--- src/design/mlpbp_pkg.sv ---
`default_nettype none
// ----------------------------------------------------------------------------
// mlpbp_pkg
// Types, constants and fixed-point helpers shared by the MLP training core.
// ----------------------------------------------------------------------------
package mlpbp_pkg;

	localparam int unsigned WordW = 16;
	localparam int unsigned OutW  = 13;
	localparam int unsigned IdxW  = 7;
	localparam logic [OutW-1:0] LrReset = OutW'(614);
	localparam logic signed [16:0] QOne = 17'sd4096;

	typedef logic signed [WordW-1:0] word_t;

	typedef enum logic [1:0] {
		MODE_LOAD  = 2'd0,
		MODE_INFER = 2'd1,
		MODE_TRAIN = 2'd2,
		MODE_NONE  = 2'd3
	} mode_t;

	typedef enum logic [3:0] {
		L_IDLE,
		L_MUL_X0,
		L_ACC_B,
		L_ACC_H,
		L_MUL_OUT,
		L_DH_MUL,
		L_DH_SET,
		L_G0,
		L_LR,
		L_W0_G1,
		L_W1_GB,
		L_B_GO,
		L_WO
	} lane_op_t;

	typedef enum logic [2:0] {
		S_IDLE,
		S_LOAD,
		S_FWD,
		S_MERGE,
		S_DOUT,
		S_BWD,
		S_DONE
	} top_state_t;

	typedef struct packed {
		lane_op_t        op;
		word_t           x0;
		word_t           x1;
		word_t           dout;
		logic [OutW-1:0] lr;
		logic            ld_en;
		logic [IdxW-1:0] widx;
		word_t           wval;
	} lane_ctl_t;

	function automatic word_t sat17(input logic signed [16:0] v);
		if (v > 17'sd32767) return 16'sh7fff;
		if (v < -17'sd32768) return 16'sh8000;
		return v[15:0];
	endfunction

	function automatic word_t sat_add(input word_t a, input word_t b);
		logic signed [16:0] s;
		s = 17'(a) + 17'(b);
		return sat17(s);
	endfunction

	function automatic word_t sat_sub(input word_t a, input word_t b);
		logic signed [16:0] s;
		s = 17'(a) - 17'(b);
		return sat17(s);
	endfunction

	// product rounded half up, floor shift by 12, saturated to 16 bits
	function automatic word_t qmul(input logic signed [16:0] a, input word_t b);
		logic signed [33:0] p;
		logic signed [21:0] q;
		p = 34'(a) * 34'(b) + 34'sd2048;
		q = p[33:12];
		if (q > 22'sd32767) return 16'sh7fff;
		if (q < -22'sd32768) return 16'sh8000;
		return q[15:0];
	endfunction

	// one table entry at point xq (Q4.12), the sigmoid of -xq, evaluated at elaboration
	function automatic logic [OutW-1:0] sig_entry(input int xq);
		logic [63:0] one, t, u, u2, u3, u4, r, den, num, rem, quo;
		one = 64'd1 << 31;
		t   = (xq < 0) ? 64'(-xq) : 64'(xq);
		u   = t << 11;
		u2  = (u * u) >> 31;
		u3  = (u2 * u) >> 31;
		u4  = (u3 * u) >> 31;
		r   = (one + (u2 >> 1) + u4 / 24) - (u + u3 / 6);
		for (int s = 0; s < 8; s++) r = (r * r) >> 31;
		den = one + r;
		num = (64'd1 << 43) + (den >> 1);
		rem = '0;
		quo = '0;
		for (int b = 45; b >= 0; b--) begin
			rem = (rem << 1) | ((num >> b) & 64'd1);
			quo = quo << 1;
			if (rem >= den) begin
				rem = rem - den;
				quo = quo | 64'd1;
			end
		end
		return (xq < 0) ? quo[OutW-1:0] : OutW'(13'd4096 - quo[OutW-1:0]);
	endfunction

endpackage
`default_nettype wire

--- src/design/mlpbp_lane.sv ---
`default_nettype none
// ----------------------------------------------------------------------------
// mlpbp_lane
// One hidden unit: holds its weights, runs its share of forward, backward
// and update steps on a private multiplier, one operation a cycle.
// ----------------------------------------------------------------------------
module mlpbp_lane #(
	parameter int LANE   = 0,
	parameter int HCOUNT = 2
) (
	input  wire                    clk,
	input  wire                    arst_n,
	input  mlpbp_pkg::lane_ctl_t   ctl,
	output mlpbp_pkg::word_t       prod,
	output logic                   chg,
	output logic                   ld_chg
);
	import mlpbp_pkg::*;

	localparam logic [IdxW-1:0] AddrW0 = IdxW'(LANE);
	localparam logic [IdxW-1:0] AddrW1 = IdxW'(HCOUNT + LANE);
	localparam logic [IdxW-1:0] AddrB  = IdxW'(2 * HCOUNT + LANE);
	localparam logic [IdxW-1:0] AddrWo = IdxW'(3 * HCOUNT + LANE);

	word_t w0_q, w1_q, b_q, wo_q;
	word_t prod_q, acc_q, hv_q, dh_q;
	logic  chg_q;
	word_t ha, nv;
	logic signed [16:0] ma;
	word_t mb;
	logic  hit0, hit1, hitb, hito;

	assign ha = hv_q[WordW-1] ? '0 : hv_q;
	assign nv = sat_sub(
		(ctl.op == L_W0_G1) ? w0_q :
		(ctl.op == L_W1_GB) ? w1_q :
		(ctl.op == L_B_GO)  ? b_q  : wo_q, prod_q);

	assign hit0 = ctl.widx == AddrW0;
	assign hit1 = ctl.widx == AddrW1;
	assign hitb = ctl.widx == AddrB;
	assign hito = ctl.widx == AddrWo;
	assign ld_chg = (hit0 && w0_q != ctl.wval) || (hit1 && w1_q != ctl.wval)
		|| (hitb && b_q != ctl.wval) || (hito && wo_q != ctl.wval);

	// operand select for the lane multiplier
	always_comb begin
		ma = 17'(w0_q);
		mb = ctl.x0;
		case (ctl.op)
			L_ACC_B:   begin ma = 17'(w1_q);  mb = ctl.x1;   end
			L_MUL_OUT: begin ma = 17'(wo_q);  mb = ha;       end
			L_DH_MUL:  begin ma = 17'(wo_q);  mb = ctl.dout; end
			L_G0:      begin ma = 17'(dh_q);  mb = ctl.x0;   end
			L_LR:      begin ma = 17'(ctl.lr); mb = prod_q;  end
			L_W0_G1:   begin ma = 17'(dh_q);  mb = ctl.x1;   end
			L_W1_GB:   begin ma = 17'(ctl.lr); mb = dh_q;    end
			L_B_GO:    begin ma = 17'(ctl.dout); mb = ha;    end
			default:   begin ma = 17'(w0_q);  mb = ctl.x0;   end
		endcase
	end

	always_ff @(posedge clk) begin
		case (ctl.op)
			L_MUL_X0, L_ACC_B, L_MUL_OUT, L_DH_MUL, L_G0, L_LR,
			L_W0_G1, L_W1_GB, L_B_GO: prod_q <= qmul(ma, mb);
			default: prod_q <= prod_q;
		endcase
		if (ctl.op == L_ACC_B) acc_q <= sat_add(b_q, prod_q);
		if (ctl.op == L_ACC_H) hv_q <= sat_add(acc_q, prod_q);
		if (ctl.op == L_DH_SET) dh_q <= hv_q[WordW-1] ? '0 : prod_q;
	end

	always_ff @(posedge clk or negedge arst_n) begin
		if (!arst_n) begin
			w0_q  <= '0;
			w1_q  <= '0;
			b_q   <= '0;
			wo_q  <= '0;
			chg_q <= 1'b0;
		end else if (ctl.ld_en) begin
			if (hit0) w0_q <= ctl.wval;
			if (hit1) w1_q <= ctl.wval;
			if (hitb) b_q  <= ctl.wval;
			if (hito) wo_q <= ctl.wval;
		end else begin
			case (ctl.op)
				L_MUL_X0: chg_q <= 1'b0;
				L_W0_G1:  begin w0_q <= nv; chg_q <= chg_q | (nv != w0_q); end
				L_W1_GB:  begin w1_q <= nv; chg_q <= chg_q | (nv != w1_q); end
				L_B_GO:   begin b_q  <= nv; chg_q <= chg_q | (nv != b_q);  end
				L_WO:     begin wo_q <= nv; chg_q <= chg_q | (nv != wo_q); end
				default:  chg_q <= chg_q;
			endcase
		end
	end

	assign prod = prod_q;
	assign chg  = chg_q;

endmodule
`default_nettype wire

--- src/design/mlpbp_merge.sv ---
`default_nettype none
// ----------------------------------------------------------------------------
// mlpbp_merge
// Folds the lane contributions into the output sum one lane a cycle with
// saturation, then looks the sum up in the sigmoid table.
// ----------------------------------------------------------------------------
module mlpbp_merge #(
	parameter int HCOUNT = 2,
	parameter int DEPTH  = 256
) (
	input  wire                    clk,
	input  wire                    arst_n,
	input  wire                    start,
	input  mlpbp_pkg::word_t       bias,
	input  mlpbp_pkg::word_t       contrib [HCOUNT],
	output logic [12:0]            sig,
	output logic                   done
);
	import mlpbp_pkg::*;

	localparam int CW = $clog2(HCOUNT + 2);
	localparam int LW = (HCOUNT > 1) ? $clog2(HCOUNT) : 1;
	localparam int IW = $clog2(DEPTH);
	localparam int PW = WordW + IW + 1;

	logic [OutW-1:0] tab [DEPTH];

	for (genvar k = 0; k < DEPTH; k++) begin : g_tab
		localparam int XQ = -32768 + ((2 * k + 1) * 32768) / DEPTH;
		localparam logic [OutW-1:0] V = sig_entry(XQ);
		assign tab[k] = V;
	end

	word_t           ov_q;
	logic [CW-1:0]   cnt_q;
	logic [IW-1:0]   idx_q;
	logic [OutW-1:0] sig_q;
	logic            busy_q, done_q;
	logic [PW-1:0]   scaled;

	// offset binary of the sum, scaled to the table depth
	assign scaled = PW'({~ov_q[WordW-1], ov_q[WordW-2:0]}) * PW'(DEPTH);

	always_ff @(posedge clk) begin
		if (start) ov_q <= bias;
		else if (busy_q && cnt_q < CW'(HCOUNT)) ov_q <= sat_add(ov_q, contrib[cnt_q[LW-1:0]]);
		if (busy_q && cnt_q == CW'(HCOUNT)) idx_q <= scaled[WordW +: IW];
		if (busy_q && cnt_q == CW'(HCOUNT + 1)) sig_q <= tab[idx_q];
	end

	always_ff @(posedge clk or negedge arst_n) begin
		if (!arst_n) begin
			busy_q <= 1'b0;
			done_q <= 1'b0;
			cnt_q  <= '0;
		end else begin
			done_q <= 1'b0;
			if (start) begin
				busy_q <= 1'b1;
				cnt_q  <= '0;
			end else if (busy_q) begin
				if (cnt_q == CW'(HCOUNT + 1)) begin
					busy_q <= 1'b0;
					done_q <= 1'b1;
				end else begin
					cnt_q <= cnt_q + 1'b1;
				end
			end
		end
	end

	assign sig  = sig_q;
	assign done = done_q;

endmodule
`default_nettype wire

--- src/design/mlp_backprop_train_step_core.sv ---
`default_nettype none
// ----------------------------------------------------------------------------
// mlp_backprop_train_step_core
// Two-input perceptron with ReLU hidden lanes and a sigmoid output; loads
// weights, infers, or trains one sample by backpropagation and SGD.
// ----------------------------------------------------------------------------
//  channel   handshake               payload
//  in        in_valid / in_stall     mode, feature_0, feature_1, target,
//                                    weight_index, weight_value
//  out       out_valid / out_stall   output_value, output_bit, updated
//  config    learning_rate_we        learning_rate_wdata
//
//  transfer to result: load runs S_LOAD then S_DONE, an unused mode goes
//  straight to S_DONE; infer runs the forward steps and the one-lane-a-cycle
//  output merge, and train adds the output delta and the ten-step lane update
//  sequence on each lane's single multiplier; then the core returns to S_IDLE.
//  in_stall is high from a transfer until its result sits in the output
//  register; a result waits there under out_stall while the next item runs.
//  reset clears all weights and biases and sets the learning rate to 614.
// ----------------------------------------------------------------------------
module mlp_backprop_train_step_core #(
	parameter int HIDDEN_COUNT        = 2,
	parameter int SIGMOID_TABLE_DEPTH = 256
) (
	input  wire                clk,
	input  wire                arst_n,
	input  wire                learning_rate_we,
	input  wire  [12:0]        learning_rate_wdata,
	input  wire                in_valid,
	output logic               in_stall,
	input  wire  [1:0]         mode,
	input  wire  signed [15:0] feature_0,
	input  wire  signed [15:0] feature_1,
	input  wire  [12:0]        target,
	input  wire  [6:0]         weight_index,
	input  wire  signed [15:0] weight_value,
	output logic               out_valid,
	input  wire                out_stall,
	output logic [12:0]        output_value,
	output logic               output_bit,
	output logic               updated
);
	import mlpbp_pkg::*;

	localparam logic [IdxW-1:0] AddrOb = IdxW'(4 * HIDDEN_COUNT);

	top_state_t      state_q, state_d;
	logic [3:0]      step_q;
	mode_t           mode_q;
	word_t           x0_q, x1_q, wval_q, ob_q, tprod_q, dout_q;
	logic [OutW-1:0] tgt_q, lr_q;
	logic [IdxW-1:0] widx_q;
	logic            chg_q, mstart_q, mdone;
	logic [OutW-1:0] sig;
	logic            out_valid_q, out_bit_q, upd_q;
	logic [OutW-1:0] out_val_q;
	lane_ctl_t       ctl;
	lane_op_t        op;
	word_t           contrib [HIDDEN_COUNT];
	logic [HIDDEN_COUNT-1:0] lane_chg, lane_ld;
	logic            accept, out_free, ld_hit;
	logic signed [16:0] err, comp, ma;
	word_t           mb, ob_new;

	assign accept   = in_valid && !in_stall;
	assign in_stall = state_q != S_IDLE;
	assign out_free = !out_valid_q || !out_stall;
	assign ld_hit   = (|lane_ld) || (widx_q == AddrOb && ob_q != wval_q);

	// lane operation for the current step
	always_comb begin
		op = L_IDLE;
		if (state_q == S_FWD) begin
			case (step_q)
				4'd0:    op = L_MUL_X0;
				4'd1:    op = L_ACC_B;
				4'd2:    op = L_ACC_H;
				default: op = L_MUL_OUT;
			endcase
		end else if (state_q == S_BWD) begin
			case (step_q)
				4'd0:    op = L_DH_MUL;
				4'd1:    op = L_DH_SET;
				4'd2:    op = L_G0;
				4'd3:    op = L_LR;
				4'd4:    op = L_W0_G1;
				4'd5:    op = L_LR;
				4'd6:    op = L_W1_GB;
				4'd7:    op = L_B_GO;
				4'd8:    op = L_LR;
				default: op = L_WO;
			endcase
		end
	end

	always_comb begin
		ctl.op    = op;
		ctl.x0    = x0_q;
		ctl.x1    = x1_q;
		ctl.dout  = dout_q;
		ctl.lr    = lr_q;
		ctl.ld_en = state_q == S_LOAD;
		ctl.widx  = widx_q;
		ctl.wval  = wval_q;
	end

	for (genvar j = 0; j < HIDDEN_COUNT; j++) begin : g_lane
		mlpbp_lane #(
			.LANE   (j),
			.HCOUNT (HIDDEN_COUNT)
		) u_lane (
			.clk    (clk),
			.arst_n (arst_n),
			.ctl    (ctl),
			.prod   (contrib[j]),
			.chg    (lane_chg[j]),
			.ld_chg (lane_ld[j])
		);
	end

	mlpbp_merge #(
		.HCOUNT (HIDDEN_COUNT),
		.DEPTH  (SIGMOID_TABLE_DEPTH)
	) u_merge (
		.clk     (clk),
		.arst_n  (arst_n),
		.start   (mstart_q),
		.bias    (ob_q),
		.contrib (contrib),
		.sig     (sig),
		.done    (mdone)
	);

	// output delta and output bias update share one multiplier
	assign err  = 17'($signed({1'b0, sig})) - 17'($signed({1'b0, tgt_q}));
	assign comp = QOne - 17'($signed({1'b0, sig}));
	always_comb begin
		ma = err;
		mb = WordW'(sig);
		if (state_q == S_DOUT && step_q != 4'd0) begin
			ma = comp;
			mb = tprod_q;
		end else if (state_q == S_BWD) begin
			ma = 17'(lr_q);
			mb = dout_q;
		end
	end
	assign ob_new = sat_sub(ob_q, tprod_q);

	always_comb begin
		state_d = state_q;
		unique case (state_q)
			S_IDLE: begin
				if (accept) begin
					unique case (mode_t'(mode))
						MODE_LOAD:              state_d = S_LOAD;
						MODE_INFER, MODE_TRAIN: state_d = S_FWD;
						default:                state_d = S_DONE;
					endcase
				end
			end
			S_LOAD:  state_d = S_DONE;
			S_FWD:   if (step_q == 4'd3) state_d = S_MERGE;
			S_MERGE: if (mdone) state_d = (mode_q == MODE_TRAIN) ? S_DOUT : S_DONE;
			S_DOUT:  if (step_q == 4'd1) state_d = S_BWD;
			S_BWD:   if (step_q == 4'd9) state_d = S_DONE;
			S_DONE:  if (out_free) state_d = S_IDLE;
			default: state_d = S_IDLE;
		endcase
	end

	always_ff @(posedge clk) begin
		if (accept) begin
			mode_q <= mode_t'(mode);
			x0_q   <= feature_0;
			x1_q   <= feature_1;
			tgt_q  <= target;
			widx_q <= weight_index;
			wval_q <= weight_value;
		end
		if (state_q == S_DOUT || (state_q == S_BWD && step_q == 4'd0)) tprod_q <= qmul(ma, mb);
		if (state_q == S_DOUT && step_q == 4'd1) dout_q <= qmul(ma, mb);
		if (state_q == S_DONE && out_free) begin
			out_val_q <= '0;
			out_bit_q <= 1'b0;
			upd_q     <= 1'b0;
			case (mode_q)
				MODE_LOAD: upd_q <= chg_q;
				MODE_INFER: begin
					out_val_q <= sig;
					out_bit_q <= sig[12] | sig[11];
				end
				MODE_TRAIN: begin
					out_val_q <= sig;
					out_bit_q <= sig[12] | sig[11];
					upd_q     <= chg_q | (|lane_chg);
				end
				default: upd_q <= 1'b0;
			endcase
		end
	end

	always_ff @(posedge clk or negedge arst_n) begin
		if (!arst_n) begin
			state_q     <= S_IDLE;
			step_q      <= '0;
			lr_q        <= LrReset;
			ob_q        <= '0;
			chg_q       <= 1'b0;
			mstart_q    <= 1'b0;
			out_valid_q <= 1'b0;
		end else begin
			state_q  <= state_d;
			mstart_q <= state_q == S_FWD && step_q == 4'd3;
			if (learning_rate_we) lr_q <= learning_rate_wdata;
			step_q <= (state_d != state_q) ? '0 : step_q + 1'b1;
			if (accept) chg_q <= 1'b0;
			if (state_q == S_LOAD) begin
				chg_q <= ld_hit;
				if (widx_q == AddrOb) ob_q <= wval_q;
			end
			if (state_q == S_BWD && step_q == 4'd1) begin
				ob_q  <= ob_new;
				chg_q <= chg_q | (ob_new != ob_q);
			end
			if (state_q == S_DONE && out_free) out_valid_q <= 1'b1;
			else if (!out_stall) out_valid_q <= 1'b0;
		end
	end

	assign out_valid    = out_valid_q;
	assign output_value = out_val_q;
	assign output_bit   = out_bit_q;
	assign updated      = upd_q;

endmodule
`default_nettype wire

--- config.mk ---
export PLATFORM = sky130hd
export DESIGN_NAME = mlp_backprop_train_step_core
export DESIGN_NICKNAME = d
export VERILOG_FILES = /design/src/design/mlpbp_pkg.sv /design/src/design/mlpbp_lane.sv /design/src/design/mlpbp_merge.sv /design/src/design/mlp_backprop_train_step_core.sv
export SDC_FILE = /design/constraint.sdc
export NUM_CORES = 2
export LEC_CHECK = 0
export BUFFER_PORTS_ARGS = -buffer_cell sky130_fd_sc_hd__buf_2
export CORE_MARGIN = 1.5
export CORE_UTILIZATION = 60
export CTS_BUF_LIST = sky130_fd_sc_hd__clkbuf_16
export DETAILED_ROUTE_END_ITERATION = 6
export PLACE_DENSITY = 0.77
export SLEW_MARGIN = 30
export SYNTH_ARGS = -nofsm -noshare
export SYNTH_HDL_FRONTEND = slang
export SYNTH_SLANG_ARGS = --single-unit
--- constraint.sdc ---
create_clock -name clk -period 23.6 [get_ports clk]
set_input_delay 1.18 -clock clk [delete_from_list [all_inputs] [get_ports clk]]
set_output_delay 1.18 -clock clk [all_outputs]
set_load 0.02 [all_outputs]
==> metrics.md <==
| Metric | Value |
|---|---|
| First-pass GRT wire length | 319.0 mm |
| Skew final | around 0.057 ns |
| Asr flop ratio synth | 38.27% |
| Final setup viols | 0 |
| Worst path most repeated cell | fa_1 |
| Failing checks | DRC |
| Grt total ovfl | 0 |
| First-pass DRT Iterations | 7 |
| Yosys warnings | 0 |
| Core Util, Final | 64.73% |
| Synthesized cell area | between 60000 and 70000 um^2 |
| Port bufs | between 100 and 150 |
| Post-synthesis sequential area ratio | 20.52% |
| Initial antenna violation count | 2 |
| Status | complete, but fails checks |
| MaxCap Viol Count | 0 |
| Starting Density | 60.72% |
| Measured slew at the worst slew-check pin | 1.141 ns |
| Initial drt markers | 7118 |
| Synth top area share | 25.50% |
| Yosys cell types | 108 |
| Pwr dens | between 20 and 30 nW/um^2 |
| Area leader, netlist | fa_1 |
| Pleak | 29.91 nW |
| Core area | 102000 um^2 |
| Vias per cell | ~6.4 |
| CTS root buf | clkbuf_16 |
| DRC | 136 |
| CP Capture Type | register |
| WS Path Type | reg -> reg |
| Final nets | 8186 |
| Req. time, crit path | about 24 ns |
| TritonCTS clock tree | built |
| Most frequent cells in the layout | inv_1, fa_1, nand2_1 |
| Crit path launch type | register |
| Crit path DAT | 12.74 ns |
| Ys flop type | edfxtp_1 |
| Die Wd | around 320 um |
| Synth Register Bits | 452 |
| HP Class | in -> async |
| Max incr delay on CP | 0.91 ns |
| Count of pins over their slew limit | 0 |
| Commonest non-fill, non-tap cell in the layout | inv_1 |
| Via count | 53380 |
| Crit Path Max Fanout | 61 |
| Worst slew margin | 23.96% |
| Period utilisation layout | 52.53% |
| RD Place Congestion | about 1.1 |
| VDD IR max | 0.07449 mV |
| Synth-to-layout area growth | 6.612% |
| EDFF count, synth | 279 |
| Gate count after technology mapping | 6936 |
| Die area | between 100000 and 150000 um^2 |
| Final ANT Viol Nets | 0 |
| Fin area | 66050 um^2 |
| # rows | 117 |
| Min cycle time layout | between 10 and 15 ns |
| Postcts setup bufs | 0 |
| Worst-skew pair later-pin latency | around 0.70 ns |
| Post-DR wirelength/cell | ~25 um |
| Layout cell share with drive strength beyond 1 | 8.463% |
| Final hold violation count | 0 |
| CTS Hold Bufs | 0 |
| Vias in the first global route | approximately 54000 |
| Final setup TNS | 0 ns |
| CP max-delay cell | o41ai_4 |
| Clock Sink Count | 452 |
| Largest net degree at the start of global routing | around 110 |
| All-Layer GR Usage | 39.60% |
| Die height | 324.3 um |
| Syn avg cell area | 8.932 um^2 |
| Routed Wire Length | 207.1 mm |
| I/O pin cnt | 105 |
| HPWL Detailed | 162.0 mm |
| Max frequency | 80.66 MHz |
| CTS clk-pin slew, worst paths | roughly 0.06 ns |
| Clock Path Buffers | 3 |
| CTS Buf Count | 54 |
| RSZ-0062 raised after global routing | false |
| Synth top area cells | fa_1, edfxtp_1, ha_1 |
| Post-CTS Resized | 0 |
| Placed Area | 64110 um^2 |
| Htree depth | 2 |
per-layer routing:
metal  global-route usage [%]  share of wire [%]
met5                   0.1359             0.0087
met4                    24.00                7.6
met3                    11.43                 12
met2                    60.02                 44
met1                    50.28                 36
critical path: cells and delay by family (launching register included):
| kind | cells | cell delay (ns) |
|---|---|---|
| AO/OA/AOI/OAI | 11 | 3.43 |
| adder cells (fa/ha/maj) | 7 | 3.34 |
| AND/OR/NAND/NOR | 10 | 3.10 |
| buffers and inverters | 6 | 1.13 |
| flip-flops | 1 | 0.74 |
| multiplexers | 1 | 0.28 |
state kept, by name, summed over array words and instances (netlist names), 16 cells and up:
signal and flops:
x1_q 16, g_lane.u_lane.dh_q 32, dout_q 16, ob_q 16
wval_q 16, g_lane.u_lane.hv_q 32, x0_q 16, g_lane.u_lane.w1_q 32
g_lane.u_lane.b_q 32, g_lane.u_lane.acc_q 32, g_lane.u_lane.w0_q 32, tprod_q 16
g_lane.u_lane.prod 32, g_lane.u_lane.wo_q 32, u_merge.ov_q 16
power by group:
part           internal (mW)  switching (mW)
combinational         0.0716           0.127
clock                  0.496           0.392
sequential             0.875         0.00588
total                   1.44           0.525
per-stage QoR:
step	std cells	setup WS [ns]	total power, mW	hold slack (ns)
floorplan	6940	13.19	1.026	0.4334
global placement	8206	11.06	1.087	0.4498
detailed placement	8209	10.88	1.095	0.4507
CTS	8310	10.79	1.967	0.4080
global route	8317	10.47	2.016	0.4369
finish	8318	11.20	1.968	0.4134
area by class of cell:
class,count,area (um^2)
fillers,8409,35980
repair buffers,235,1509
well taps,1368,1712
clock buffers,57,1426
inverters,1029,3864
multi-input cells,5131,44420
diodes,2,5.005
flip-flops and latches,452,12710
clock inverters,44,405.4
Yosys cell counts (67+ instances only):
master / n
xor2_1: 113
edfxtp_1: 279
nor3_1: 87
a21oi_1: 412
nand3_1: 91
nor2_1: 631
o21ai_0: 338
dfrtp_1: 168
mux2_2: 95
o21a_1: 67
inv_1: 1029
a21o_1: 74
nand2_1: 714
xnor2_1: 252
ha_1: 406
and2_1: 67
clkbuf_1: 270
fa_1: 789
final timing paths:
| check | from | end | cells past startpoint | slack [ns] |
|---|---|---|---|---|
| max in group asynchronous | arst_n | g_lane[0].u_lane.b_q[6]$_DFFE_PN0P_ | 2 | 21.87 |
| min reg2reg | u_merge.ov_q[14]$_DFFE_PP_ | u_merge.idx_q[6]$_DFFE_PP_ | 0 | 0.48 |
| max reg2reg | state_q[2]$_DFF_PN0_ | g_lane[0].u_lane.prod[3]$_SDFFCE_PN1P_ | 35 | 11.20 |
| min | arst_n | g_lane[1].u_lane.b_q[12]$_DFFE_PN0P_ | 1 | 0.41 |
| max | state_q[2]$_DFF_PN0_ | g_lane[0].u_lane.prod[3]$_SDFFCE_PN1P_ | 35 | 11.20 |
| min in group clk | u_merge.ov_q[14]$_DFFE_PP_ | u_merge.idx_q[6]$_DFFE_PP_ | 0 | 0.48 |
cells by family (layout without fill, tap and decap cells):
logic type               Yosys count  in the layout  synth area share, %
AND/OR/NAND/NOR                 1946           1946                14.14
other                              2              8              0.01212
multiplexers                     114            114                2.135
flip-flops                       452            452                20.52
buffers and inverters           1357           1365                8.323
AO/OA/AOI/OAI                   1482           1482                15.61
adder cells (fa/ha/maj)         1217           1217                34.05
XOR/XNOR                         366            366                5.204
Power figures use the tool's default switching activity.
